## src/rtl/sparc_v8_instruction_decoder_core_macros.svh

```systemverilog
// Assertion macros for the SPARC v8 decoder core.
// Expects clk and rst_n in the scope of use; empty when SYNTH is defined.
`ifndef SPARC_V8_INSTRUCTION_DECODER_CORE_MACROS_SVH
`define SPARC_V8_INSTRUCTION_DECODER_CORE_MACROS_SVH
`ifndef SYNTH
// same-cycle implication
`define SV8D_ASSERT_NOW(lbl, ante, cons) \
    lbl: assert property (@(posedge clk) disable iff (!rst_n) (ante) |-> (cons)) \
        else $error("decoder assertion failed");
// next-cycle implication
`define SV8D_ASSERT_NEXT(lbl, ante, cons) \
    lbl: assert property (@(posedge clk) disable iff (!rst_n) (ante) |=> (cons)) \
        else $error("decoder assertion failed");
`else
`define SV8D_ASSERT_NOW(lbl, ante, cons)
`define SV8D_ASSERT_NEXT(lbl, ante, cons)
`endif
`endif

```

## src/rtl/sv8d_pkg.sv

```systemverilog
// Shared types, opcode constants and mnemonic tables of the SPARC v8 decoder.
// No dependencies.
package sv8d_pkg;

    // op field
    localparam logic [1:0] OP_FMT2  = 2'd0;
    localparam logic [1:0] OP_CALL  = 2'd1;
    localparam logic [1:0] OP_ARITH = 2'd2;
    localparam logic [1:0] OP_MEM   = 2'd3;

    // op2 field of format 2
    localparam logic [2:0] OP2_UNIMP = 3'd0;
    localparam logic [2:0] OP2_BICC  = 3'd2;
    localparam logic [2:0] OP2_SETHI = 3'd4;
    localparam logic [2:0] OP2_FBFCC = 3'd6;
    localparam logic [2:0] OP2_CBCCC = 3'd7;

    // op3 codes of format 3 arithmetic
    localparam logic [5:0] OP3_RDY   = 6'h28;
    localparam logic [5:0] OP3_RDTBR = 6'h2B;
    localparam logic [5:0] OP3_WRY   = 6'h30;
    localparam logic [5:0] OP3_WRTBR = 6'h33;
    localparam logic [5:0] OP3_FPOP1 = 6'h34;
    localparam logic [5:0] OP3_FPOP2 = 6'h35;
    localparam logic [5:0] OP3_RETT  = 6'h39;
    localparam logic [5:0] OP3_FLUSH = 6'h3B;

    // mnemonic numbers
    localparam logic [7:0] K_NONE   = 8'd0;
    localparam logic [7:0] K_CALL   = 8'd1;
    localparam logic [7:0] K_NOP    = 8'd2;
    localparam logic [7:0] K_SETHI  = 8'd3;
    localparam logic [7:0] K_UNIMP  = 8'd4;
    localparam logic [7:0] K_BICC   = 8'd5;
    localparam logic [7:0] K_FBFCC  = 8'd21;
    localparam logic [7:0] K_CBCCC  = 8'd37;
    localparam logic [7:0] K_LDFSR  = 8'd71;
    localparam logic [7:0] K_LDCSR  = 8'd74;
    localparam logic [7:0] K_STFSR  = 8'd85;
    localparam logic [7:0] K_STDFQ  = 8'd86;
    localparam logic [7:0] K_STCSR  = 8'd89;
    localparam logic [7:0] K_STDCQ  = 8'd90;
    localparam logic [7:0] K_RD     = 8'd130;
    localparam logic [7:0] K_WR     = 8'd131;
    localparam logic [7:0] K_FDIVD  = 8'd139;
    localparam logic [7:0] K_RETT   = 8'd155;
    localparam logic [7:0] K_FLUSH  = 8'd156;

    // special registers
    localparam logic [3:0] SR_NONE = 4'd0;
    localparam logic [3:0] SR_Y    = 4'd1;
    localparam logic [3:0] SR_ASR  = 4'd2;
    localparam logic [3:0] SR_FSR  = 4'd6;
    localparam logic [3:0] SR_FQ   = 4'd7;
    localparam logic [3:0] SR_CSR  = 4'd8;
    localparam logic [3:0] SR_CQ   = 4'd9;

    // register file class
    localparam logic [1:0] CLS_INT = 2'd0;
    localparam logic [1:0] CLS_FP  = 2'd1;
    localparam logic [1:0] CLS_CP  = 2'd2;

    // position of each cond value in the branch mnemonic lists
    localparam logic [7:0] BICC_POS [16] = '{
        8'd1, 8'd3, 8'd5, 8'd7, 8'd9, 8'd11, 8'd13, 8'd15,
        8'd0, 8'd2, 8'd4, 8'd6, 8'd8, 8'd10, 8'd12, 8'd14
    };
    localparam logic [7:0] FCC_POS [16] = '{
        8'd1, 8'd8, 8'd7, 8'd6, 8'd5, 8'd4, 8'd3, 8'd2,
        8'd0, 8'd9, 8'd10, 8'd11, 8'd12, 8'd13, 8'd14, 8'd15
    };

    // loads and stores, indexed by op3
    localparam logic [7:0] MEM_CODE [64] = '{
        8'd57, 8'd55, 8'd56, 8'd58, 8'd77, 8'd75, 8'd76, 8'd78,
        8'd0,  8'd53, 8'd54, 8'd0,  8'd0,  8'd65, 8'd0,  8'd67,
        8'd63, 8'd61, 8'd62, 8'd64, 8'd81, 8'd79, 8'd80, 8'd82,
        8'd0,  8'd59, 8'd60, 8'd0,  8'd0,  8'd66, 8'd0,  8'd68,
        8'd69, 8'd71, 8'd0,  8'd70, 8'd83, 8'd85, 8'd86, 8'd84,
        8'd0,  8'd0,  8'd0,  8'd0,  8'd0,  8'd0,  8'd0,  8'd0,
        8'd72, 8'd74, 8'd0,  8'd73, 8'd87, 8'd89, 8'd90, 8'd88,
        8'd0,  8'd0,  8'd0,  8'd0,  8'd0,  8'd0,  8'd0,  8'd0
    };

    // ALU ops with rs1, rs2-or-imm and rd, indexed by op3
    localparam logic [7:0] ALU_CODE [64] = '{
        8'd106, 8'd91,  8'd95,  8'd99,  8'd112, 8'd93,  8'd97,  8'd101,
        8'd108, 8'd0,   8'd119, 8'd120, 8'd114, 8'd0,   8'd123, 8'd124,
        8'd107, 8'd92,  8'd96,  8'd100, 8'd113, 8'd94,  8'd98,  8'd102,
        8'd109, 8'd0,   8'd121, 8'd122, 8'd115, 8'd0,   8'd125, 8'd126,
        8'd110, 8'd116, 8'd111, 8'd117, 8'd118, 8'd103, 8'd104, 8'd105,
        8'd0,   8'd0,   8'd0,   8'd0,   8'd0,   8'd0,   8'd0,   8'd0,
        8'd0,   8'd0,   8'd0,   8'd0,   8'd0,   8'd0,   8'd0,   8'd0,
        8'd129, 8'd0,   8'd0,   8'd0,   8'd127, 8'd128, 8'd0,   8'd0
    };

    typedef struct packed {
        logic        recognized;
        logic [7:0]  mnemonic;
        logic [4:0]  dest_reg;
        logic [4:0]  src1_reg;
        logic [4:0]  src2_reg;
        logic        use_imm;
        logic [31:0] immediate;
        logic [31:0] target;
        logic        annul;
        logic [3:0]  special_reg;
        logic [1:0]  reg_class;
    } decode_result_t;

    function automatic logic [7:0] fpop1_code(input logic [8:0] opf);
        logic [7:0] code;
        case (opf)
            9'h041:  code = 8'd132;
            9'h042:  code = 8'd133;
            9'h045:  code = 8'd134;
            9'h046:  code = 8'd135;
            9'h049:  code = 8'd136;
            9'h04A:  code = 8'd137;
            9'h04D:  code = 8'd138;
            9'h04E:  code = 8'd139;
            9'h001:  code = 8'd140;
            9'h005:  code = 8'd141;
            9'h009:  code = 8'd142;
            9'h0D1:  code = 8'd143;
            9'h0D2:  code = 8'd144;
            9'h0C9:  code = 8'd145;
            9'h0C6:  code = 8'd146;
            9'h0C4:  code = 8'd147;
            9'h0C8:  code = 8'd148;
            9'h029:  code = 8'd149;
            9'h02A:  code = 8'd150;
            default: code = K_NONE;
        endcase
        return code;
    endfunction

    function automatic logic [7:0] fpop2_code(input logic [8:0] opf);
        logic [7:0] code;
        case (opf)
            9'h051:  code = 8'd151;
            9'h052:  code = 8'd152;
            9'h055:  code = 8'd153;
            9'h056:  code = 8'd154;
            default: code = K_NONE;
        endcase
        return code;
    endfunction

endpackage

```

## src/rtl/sv8d_if.sv

```systemverilog
// Request and result channels of the SPARC v8 decoder.
// Valid/ready handshake; no dependencies.
interface sv8d_req_if;
    logic        valid;
    logic        ready;
    logic [31:0] instruction_word;
    logic [31:0] pc;

    modport source (output valid, output instruction_word, output pc, input ready);
    modport sink   (input valid, input instruction_word, input pc, output ready);
endinterface

interface sv8d_res_if;
    logic        valid;
    logic        ready;
    logic        recognized;
    logic [7:0]  mnemonic;
    logic [4:0]  dest_reg;
    logic [4:0]  src1_reg;
    logic [4:0]  src2_reg;
    logic        use_imm;
    logic [31:0] immediate;
    logic [31:0] target;
    logic        annul;
    logic [3:0]  special_reg;
    logic [1:0]  reg_class;

    modport source (
        output valid, output recognized, output mnemonic, output dest_reg,
        output src1_reg, output src2_reg, output use_imm, output immediate,
        output target, output annul, output special_reg, output reg_class,
        input ready
    );
    modport sink (
        input valid, input recognized, input mnemonic, input dest_reg,
        input src1_reg, input src2_reg, input use_imm, input immediate,
        input target, input annul, input special_reg, input reg_class,
        output ready
    );
endinterface

```

## src/rtl/sv8d_decode.sv

```systemverilog
// Combinational decode of one SPARC v8 word into a decode_result_t.
// Uses the tables and constants of sv8d_pkg.
module sv8d_decode
    import sv8d_pkg::*;
(
    input  logic [31:0]    instruction_word,
    input  logic [31:0]    pc,
    output decode_result_t result
);

    logic [1:0]  op;
    logic [4:0]  rd;
    logic [4:0]  rs1;
    logic [4:0]  rs2;
    logic        ibit;
    logic [2:0]  op2;
    logic [3:0]  cond;
    logic [5:0]  op3;
    logic [8:0]  opf;
    logic [31:0] simm13;

    assign op     = instruction_word[31:30];
    assign rd     = instruction_word[29:25];
    assign rs1    = instruction_word[18:14];
    assign rs2    = instruction_word[4:0];
    assign ibit   = instruction_word[13];
    assign op2    = instruction_word[24:22];
    assign cond   = instruction_word[28:25];
    assign op3    = instruction_word[24:19];
    assign opf    = instruction_word[13:5];
    assign simm13 = {{19{instruction_word[12]}}, instruction_word[12:0]};

    always_comb
    begin
        logic [7:0]  code;
        logic [4:0]  dst;
        logic [4:0]  s1;
        logic [4:0]  s2;
        logic        ui;
        logic [31:0] imm;
        logic [31:0] tgt;
        logic        ann;
        logic [3:0]  spec;
        logic [1:0]  cls;
        logic        f_rd;
        logic        f_rs1;
        logic        f_rs2;
        logic        f_ri;

        code  = K_NONE;
        dst   = '0;
        s1    = '0;
        s2    = '0;
        ui    = 1'b0;
        imm   = '0;
        tgt   = '0;
        ann   = 1'b0;
        spec  = SR_NONE;
        cls   = CLS_INT;
        f_rd  = 1'b0;
        f_rs1 = 1'b0;
        f_rs2 = 1'b0;
        f_ri  = 1'b0;

        case (op)
            OP_CALL:
            begin
                code = K_CALL;
                tgt  = pc + {instruction_word[29:0], 2'b00};
            end
            OP_FMT2:
            begin
                case (op2)
                    OP2_SETHI:
                    begin
                        if (rd == 5'd0 && instruction_word[21:0] == 22'd0)
                        begin
                            code = K_NOP;
                        end
                        else
                        begin
                            code = K_SETHI;
                            dst  = rd;
                            imm  = {instruction_word[21:0], 10'd0};
                        end
                    end
                    OP2_UNIMP:
                    begin
                        code = K_UNIMP;
                        imm  = {10'd0, instruction_word[21:0]};
                    end
                    OP2_BICC, OP2_FBFCC, OP2_CBCCC:
                    begin
                        if (op2 == OP2_BICC)
                            code = K_BICC + BICC_POS[cond];
                        else if (op2 == OP2_FBFCC)
                            code = K_FBFCC + FCC_POS[cond];
                        else
                            code = K_CBCCC + FCC_POS[cond];
                        ann = instruction_word[29];
                        // sign-extend disp22 from bit 21, then scale by 4
                        tgt = pc + {{8{instruction_word[21]}}, instruction_word[21:0], 2'b00};
                    end
                    default:
                    begin
                        code = K_NONE;
                    end
                endcase
            end
            OP_MEM:
            begin
                code = MEM_CODE[op3];
                if (code != K_NONE)
                begin
                    f_rd  = 1'b1;
                    f_rs1 = 1'b1;
                    f_ri  = 1'b1;
                    if (op3[5:4] == 2'b11)
                        cls = CLS_CP;
                    else if (op3[5:4] == 2'b10)
                        cls = CLS_FP;
                    if (code == K_LDFSR || code == K_STFSR)
                        spec = SR_FSR;
                    else if (code == K_STDFQ)
                        spec = SR_FQ;
                    else if (code == K_LDCSR || code == K_STCSR)
                        spec = SR_CSR;
                    else if (code == K_STDCQ)
                        spec = SR_CQ;
                end
            end
            default:
            begin
                code = ALU_CODE[op3];
                if (code != K_NONE)
                begin
                    f_rd  = 1'b1;
                    f_rs1 = 1'b1;
                    f_ri  = 1'b1;
                end
                else if (op3 inside {[OP3_RDY:OP3_RDTBR]})
                begin
                    code  = K_RD;
                    f_rd  = 1'b1;
                    f_rs1 = 1'b1;
                    // rd %y when rs1 is zero, else an ancillary register
                    if (op3 == OP3_RDY)
                        spec = (rs1 == 5'd0) ? SR_Y : SR_ASR;
                    else
                        spec = {2'b00, op3[1:0]} + SR_ASR;
                end
                else if (op3 inside {[OP3_WRY:OP3_WRTBR]})
                begin
                    code  = K_WR;
                    f_rd  = 1'b1;
                    f_rs1 = 1'b1;
                    f_ri  = 1'b1;
                    if (op3 == OP3_WRY)
                        spec = (rd == 5'd0) ? SR_Y : SR_ASR;
                    else
                        spec = {2'b00, op3[1:0]} + SR_ASR;
                end
                else if (op3 == OP3_FPOP1)
                begin
                    code = fpop1_code(opf);
                    if (code != K_NONE)
                    begin
                        cls   = CLS_FP;
                        f_rd  = 1'b1;
                        f_rs2 = 1'b1;
                        // two-operand arithmetic ops also read rs1
                        if (code <= K_FDIVD)
                            f_rs1 = 1'b1;
                    end
                end
                else if (op3 == OP3_FPOP2)
                begin
                    code = fpop2_code(opf);
                    if (code != K_NONE)
                    begin
                        cls   = CLS_FP;
                        f_rs1 = 1'b1;
                        f_rs2 = 1'b1;
                    end
                end
                else if (op3 == OP3_RETT || op3 == OP3_FLUSH)
                begin
                    code  = (op3 == OP3_RETT) ? K_RETT : K_FLUSH;
                    f_rs1 = 1'b1;
                    f_ri  = 1'b1;
                end
            end
        endcase

        if (f_rd)
            dst = rd;
        if (f_rs1)
            s1 = rs1;
        if (f_rs2)
            s2 = rs2;
        if (f_ri)
        begin
            ui = ibit;
            if (ibit)
                imm = simm13;
            else
                s2 = rs2;
        end

        // drop every field of an unrecognized word
        if (code == K_NONE)
        begin
            dst  = '0;
            s1   = '0;
            s2   = '0;
            ui   = 1'b0;
            imm  = '0;
            tgt  = '0;
            ann  = 1'b0;
            spec = SR_NONE;
            cls  = CLS_INT;
        end

        result.recognized  = (code != K_NONE);
        result.mnemonic    = code;
        result.dest_reg    = dst;
        result.src1_reg    = s1;
        result.src2_reg    = s2;
        result.use_imm     = ui;
        result.immediate   = imm;
        result.target      = tgt;
        result.annul       = ann;
        result.special_reg = spec;
        result.reg_class   = cls;
    end

endmodule

```

## src/rtl/sparc_v8_instruction_decoder_core.sv

```systemverilog
// SPARC v8 instruction decoder core: input register, decode, result register.
// A request accepted into the input register is decoded combinationally and
// moves into the result register once that stage is empty or being drained.
// Throughput: one request per cycle while results drain; both register stages
// advance together and the input stage refills in the cycle the result stage is taken.
// Reset: asynchronous, active low; clears both stage valid flags only.
`include "sparc_v8_instruction_decoder_core_macros.svh"

module sparc_v8_instruction_decoder_core
    import sv8d_pkg::*;
(
    input  logic              clk,
    input  logic              rst_n,
    sv8d_req_if.sink          instr,
    sv8d_res_if.source        decoded
);

    logic           s1_valid_reg;
    logic           s1_valid_next;
    logic [31:0]    s1_word_reg;
    logic [31:0]    s1_pc_reg;
    logic           out_valid_reg;
    logic           out_valid_next;
    decode_result_t out_res_reg;
    decode_result_t dec_res;
    logic           out_take;
    logic           s1_adv;
    logic           instr_fire;

    // result stage can load when empty or being drained
    assign out_take   = !out_valid_reg || decoded.ready;
    assign s1_adv     = s1_valid_reg && out_take;
    assign instr.ready = !s1_valid_reg || out_take;
    assign instr_fire = instr.valid && instr.ready;

    assign s1_valid_next  = instr_fire ? 1'b1 : (s1_adv ? 1'b0 : s1_valid_reg);
    assign out_valid_next = out_take ? s1_valid_reg : out_valid_reg;

    sv8d_decode u_decode (
        .instruction_word (s1_word_reg),
        .pc               (s1_pc_reg),
        .result           (dec_res)
    );

    always_ff @(posedge clk or negedge rst_n)
    begin
        if (!rst_n)
        begin
            s1_valid_reg  <= 1'b0;
            out_valid_reg <= 1'b0;
        end
        else
        begin
            s1_valid_reg  <= s1_valid_next;
            out_valid_reg <= out_valid_next;
        end
    end

    always_ff @(posedge clk)
    begin
        if (instr_fire)
        begin
            s1_word_reg <= instr.instruction_word;
            s1_pc_reg   <= instr.pc;
        end
        if (s1_adv)
            out_res_reg <= dec_res;
    end

    assign decoded.valid       = out_valid_reg;
    assign decoded.recognized  = out_res_reg.recognized;
    assign decoded.mnemonic    = out_res_reg.mnemonic;
    assign decoded.dest_reg    = out_res_reg.dest_reg;
    assign decoded.src1_reg    = out_res_reg.src1_reg;
    assign decoded.src2_reg    = out_res_reg.src2_reg;
    assign decoded.use_imm     = out_res_reg.use_imm;
    assign decoded.immediate   = out_res_reg.immediate;
    assign decoded.target      = out_res_reg.target;
    assign decoded.annul       = out_res_reg.annul;
    assign decoded.special_reg = out_res_reg.special_reg;
    assign decoded.reg_class   = out_res_reg.reg_class;

    `SV8D_ASSERT_NEXT(a_stage_advance, s1_valid_reg && out_take, out_valid_reg)
    `SV8D_ASSERT_NOW(a_recog_code, out_valid_reg,
        out_res_reg.recognized == (out_res_reg.mnemonic != K_NONE))
    `SV8D_ASSERT_NOW(a_unrecog_zero, out_valid_reg && !out_res_reg.recognized,
        out_res_reg.immediate == 32'd0 && out_res_reg.target == 32'd0
        && out_res_reg.special_reg == SR_NONE)
    `SV8D_ASSERT_NOW(a_imm_no_rs2, out_valid_reg && out_res_reg.use_imm,
        out_res_reg.src2_reg == 5'd0)

endmodule
```

## src/flat_wrapper.sv

```systemverilog
// flat-port wrapper written by rule: the top's interface ports become plain ports
module sparc_v8_instruction_decoder_core_flat import sv8d_pkg::*;
  (clk, rst_n, instr_valid, instr_instruction_word, instr_pc, instr_ready, decoded_valid, decoded_recognized, decoded_mnemonic, decoded_dest_reg, decoded_src1_reg, decoded_src2_reg, decoded_use_imm, decoded_immediate, decoded_target, decoded_annul, decoded_special_reg, decoded_reg_class, decoded_ready);
  sv8d_req_if instr_i ();
  sv8d_res_if decoded_i ();
  input  logic clk;
  input  logic rst_n;
  input wire logic [$bits(instr_i.valid)-1:0] instr_valid;
  input wire logic [$bits(instr_i.instruction_word)-1:0] instr_instruction_word;
  input wire logic [$bits(instr_i.pc)-1:0] instr_pc;
  output wire logic [$bits(instr_i.ready)-1:0] instr_ready;
  output wire logic [$bits(decoded_i.valid)-1:0] decoded_valid;
  output wire logic [$bits(decoded_i.recognized)-1:0] decoded_recognized;
  output wire logic [$bits(decoded_i.mnemonic)-1:0] decoded_mnemonic;
  output wire logic [$bits(decoded_i.dest_reg)-1:0] decoded_dest_reg;
  output wire logic [$bits(decoded_i.src1_reg)-1:0] decoded_src1_reg;
  output wire logic [$bits(decoded_i.src2_reg)-1:0] decoded_src2_reg;
  output wire logic [$bits(decoded_i.use_imm)-1:0] decoded_use_imm;
  output wire logic [$bits(decoded_i.immediate)-1:0] decoded_immediate;
  output wire logic [$bits(decoded_i.target)-1:0] decoded_target;
  output wire logic [$bits(decoded_i.annul)-1:0] decoded_annul;
  output wire logic [$bits(decoded_i.special_reg)-1:0] decoded_special_reg;
  output wire logic [$bits(decoded_i.reg_class)-1:0] decoded_reg_class;
  input wire logic [$bits(decoded_i.ready)-1:0] decoded_ready;
  assign instr_i.valid = instr_valid;
  assign instr_i.instruction_word = instr_instruction_word;
  assign instr_i.pc = instr_pc;
  assign instr_ready = instr_i.ready;
  assign decoded_valid = decoded_i.valid;
  assign decoded_recognized = decoded_i.recognized;
  assign decoded_mnemonic = decoded_i.mnemonic;
  assign decoded_dest_reg = decoded_i.dest_reg;
  assign decoded_src1_reg = decoded_i.src1_reg;
  assign decoded_src2_reg = decoded_i.src2_reg;
  assign decoded_use_imm = decoded_i.use_imm;
  assign decoded_immediate = decoded_i.immediate;
  assign decoded_target = decoded_i.target;
  assign decoded_annul = decoded_i.annul;
  assign decoded_special_reg = decoded_i.special_reg;
  assign decoded_reg_class = decoded_i.reg_class;
  assign decoded_i.ready = decoded_ready;
  sparc_v8_instruction_decoder_core u_core (.clk(clk), .rst_n(rst_n), .instr(instr_i), .decoded(decoded_i));
endmodule
```

## config.mk

```make
export PLATFORM = sky130hd
export DESIGN_NAME = sparc_v8_instruction_decoder_core_flat
export DESIGN_NICKNAME = d
export VERILOG_FILES = /design/src/rtl/sv8d_pkg.sv /design/src/rtl/sv8d_if.sv /design/src/rtl/sv8d_decode.sv /design/src/rtl/sparc_v8_instruction_decoder_core.sv /design/src/flat_wrapper.sv
export VERILOG_INCLUDE_DIRS = /design/src /design/src/rtl
export SDC_FILE = /design/constraint.sdc
export NUM_CORES = 1
export LEC_CHECK = 0
export BUFFER_PORTS_ARGS = -buffer_cell sky130_fd_sc_hd__buf_2
export CELL_PAD_IN_SITES_DETAIL_PLACEMENT = 1
export CELL_PAD_IN_SITES_GLOBAL_PLACEMENT = 2
export CORE_UTILIZATION = 33
export DETAILED_ROUTE_END_ITERATION = 16
export GPL_TIMING_DRIVEN = 0
export PLACE_DENSITY_LB_ADDON = 0.1
export SLEW_MARGIN = 20
export SYNTH_ARGS = -nofsm -noshare
export SYNTH_HDL_FRONTEND = slang
export SYNTH_SLANG_ARGS = --single-unit
export TNS_END_PERCENT = 20
```

## constraint.sdc

```tcl
create_clock -name clk -period 3.5 [get_ports clk]
set_input_delay 0.7 -clock clk [delete_from_list [all_inputs] [get_ports clk]]
set_output_delay 0.7 -clock clk [all_outputs]
set_load 0.005 [all_outputs]
```

==> impl_metrics.yaml <==
run_status:
  status: "finished with violations"
  violations: "negative setup slack"
sta:
  rsz0062_at_grt: "yes"
  maxSlewHeadroom_pct: 22.93
  finClkSkew_ps: 17.19
  fin_ws_ps: -226.8
  fin_crit_sh_pct: 106.5
  fmax_mhz: 268.3
  worstMarginPinSlew_ps: 1156
  hold_viol: 0
  drv_slew: 0
  final.min_clock_period_ps: 3727
  setup_viol: 47
routing:
  via_count: 8983
  drt-vias-per-instance: 5.569
  wl_per_cell_um: 23.02
  firstDrtPassIters: 7
  wl_mm: 37.13
  antenna_left: 0
  drtIter0Drc: 585
  drt_drc_violations_left: 0
place:
  dpl-instance-area_um2: 11560
  dp_cells: 1531
  gp_congestion: 0.8892
  dp_hpwl_mm: 27.17
  portBuffers: 165
worst_setup_path:
  crit_family: "compound AO/OA/AOI/OAI gates"
  crit_chain: "buf_6 -> inv_8 -> ha_4 -> buf_8 -> nand2_8 -> a32o_2 -> o32a_4 -> a2111oi_4 -> nand3_2 -> o41ai_4 -> a21oi_2 -> a31o_4 -> buf_12 -> nor3b_2"
  max_stage_delay_ps: 480
  path_class: "register to register"
  crit_arrival_ps: 4010
  cp_max_fo: 8
  cp_num_buf_inv: 4
  worstSetupStartpointType: "register"
  required_ps: 3790
  worst_setup_path_end_kind: "register"
  cp_slowest_cell: "edfxtp_1"
yosys:
  yosysWarnings: 0
  yosys.area.top_type: "edfxtp_1"
  synth_seq_cells: 162
  ys_seq_area_share_pct: 47.80
  synth_area_leaders: "edfxtp_1 47%, ha_1 6.4%, a21oi_1 3.2%"
  netlist.area_leader.share_pct: 47.31
  synth_common_cells: "160 x edfxtp_1, 66 x nand2_1, 64 x a21oi_1, 64 x nor2_1, 57 x o21ai_0"
  synth_edf_count: 160
  syn_avg_cell_area_um2: 10.43
  synth_cell_type_count: 89
  synthFlopType: "edfxtp_1"
  synth-async-reset-ratio_pct: 1.235
  postSynthCellCount: 974
  synth_most_common_cell: "edfxtp_1"
  syn_nets: 1095
  syn-cell-area_um2: 10160
clock_network:
  cts_buffers: 17
  clk_pin_slew_worst_paths_ps: 70
  cts_tree: "yes"
  cts_root_buf: "clkbuf_16"
  clk_latency_ps: 450
  clockBufferDepth: 2
  htreeDepth: 4
  clock-sinks: 162
cells_and_area:
  diodes: 0
  instances_no_fill: 1613
  fin_nets: 1331
  design_area_um2: 13300
  syn2layout_area_growth_pct: 30.92
  drive_gt1_share_pct: 31.97
global_routing:
  grt_pass1_vias: 9039
  grt.total_usage_pct: 23.68
  antenna_found_initial: 1
  overflow: 0
  grt_pass1_wl_mm: 55.52
  grt_max_degree: 60
die:
  die_h_um: 177.4
  die-area_um2: 31480
  core_um2: 29950
  die_w_um: 177.4
  io_pins: 166
  start_util_pct: 33.91
  num_rows: 63
min_path:
  hp-class: "input port to async pin"
power:
  leakagePower_uw: 0.005132
  peakVddDrop_v: 0.0002785
  power.density_nw_per_um2: 439.9
flow_run:
  cap_viol_max_count: 0
[timing repair]
action / in CTS / in global routing
setup endpoints to repair: 92 / 76
gates cloned: 1 / 4
pin swaps: 23 / 34
resized for setup: 102 / 58
hold buffers: 0 / 0
buffers inserted: 32 / 17
[placed cells by master, fill, tap and decap left out, types with 10 or more instances in the layout]
master     netlist  layout
nand2_1         66      64
a21oi_1         64      59
nand3_1         24      22
xnor2_1         15      15
buf_4            6      51
nor3_4           0      13
o21ai_0         57      49
nor2_1          64      54
inv_1           23      19
nor3_1          36      19
nand2b_1        22      22
clkbuf_1        29      19
a211oi_1        13      11
xor2_1          12      12
and2_1          31      28
a22oi_1         10      10
and3_1          10      10
nor2b_1         25      23
buf_2           13     175
ha_1            52      46
clkbuf_16        0      21
o211ai_1        12      12
a21o_1          16      16
edfxtp_1       160     160
[per-stage QoR]
stage               util (%)  power, uW  setup TNS [ps]  setup slack [ps]  hold WS [ps]
CTS                    42.92       5795           -2848            -95.76         14.84
detailed placement     38.58       3637          -85080             -1273         490.2
finish                 44.39       5849           -6774            -226.8         29.57
global route           44.39       6092          -11630            -306.0         19.96
floorplan                  -       3181               0             3.649         404.4
global placement       38.41       3635         -218540             -1352         471.7
[path summary, 6_finish.rpt]
check                                        from                       end  slack (ps)  depth (start not counted)
min reg2reg                   u_core.s1_valid_reg      u_core.decoded.valid         500                          1
min                                         rst_n       u_core.s1_valid_reg          30                          1
min in group clk                     instr_pc[27]      u_core.s1_pc_reg[27]         420                          1
max                        u_core.s1_word_reg[20]  u_core.decoded.target[3]        -230                         14
max reg2reg                u_core.s1_word_reg[20]  u_core.decoded.target[3]        -230                         14
max in group asynchronous                   rst_n      u_core.decoded.valid        3380                          1
[cell families (layout without fill, tap and decap cells)]
| family | after synthesis | after routing | synth area share [%] |
|---|---|---|---|
| buf+inv | 80 | 329 | 3.733 |
| xor+xnor | 27 | 27 | 2.328 |
| compound gates | 296 | 296 | 20.43 |
| mux | 7 | 7 | 0.7022 |
| flops | 162 | 162 | 47.80 |
| simple gates | 349 | 349 | 18.41 |
| fa+ha+maj | 53 | 53 | 6.603 |
[metal layers]
| metal | vias up | global-route usage [%] | part of all wire (%) |
|---|---|---|---|
| met5 | - | 0 | 0 |
| met3 | 39 | 2.828 | 4.6 |
| met4 | 0 | 6.339 | 1.6 |
| met2 | 260 | 39.34 | 48 |
| met1 | 4454 | 32.42 | 46 |
| li1 | 4230 | - | - |
[report_power, final]
| group | internal (uW) | leakage, uW | switching [uW] |
|---|---|---|---|
| logic | 580 | 0.00324 | 843 |
| clock network | 1090 | 0.000296 | 932 |
| registers | 2330 | 0.00159 | 77.6 |
[layout make-up]
cell class,count,area (um^2)
fill,3341,16660
clock inverter,15,193.9
timing repair buffer,221,1353
inverter,25,110.1
buffer,51,362.8
multi-input combinational,732,5509
sequential,162,4855
clock buffer,17,425.4
tap,390,488.0
(Power assumes the default switching activity.)
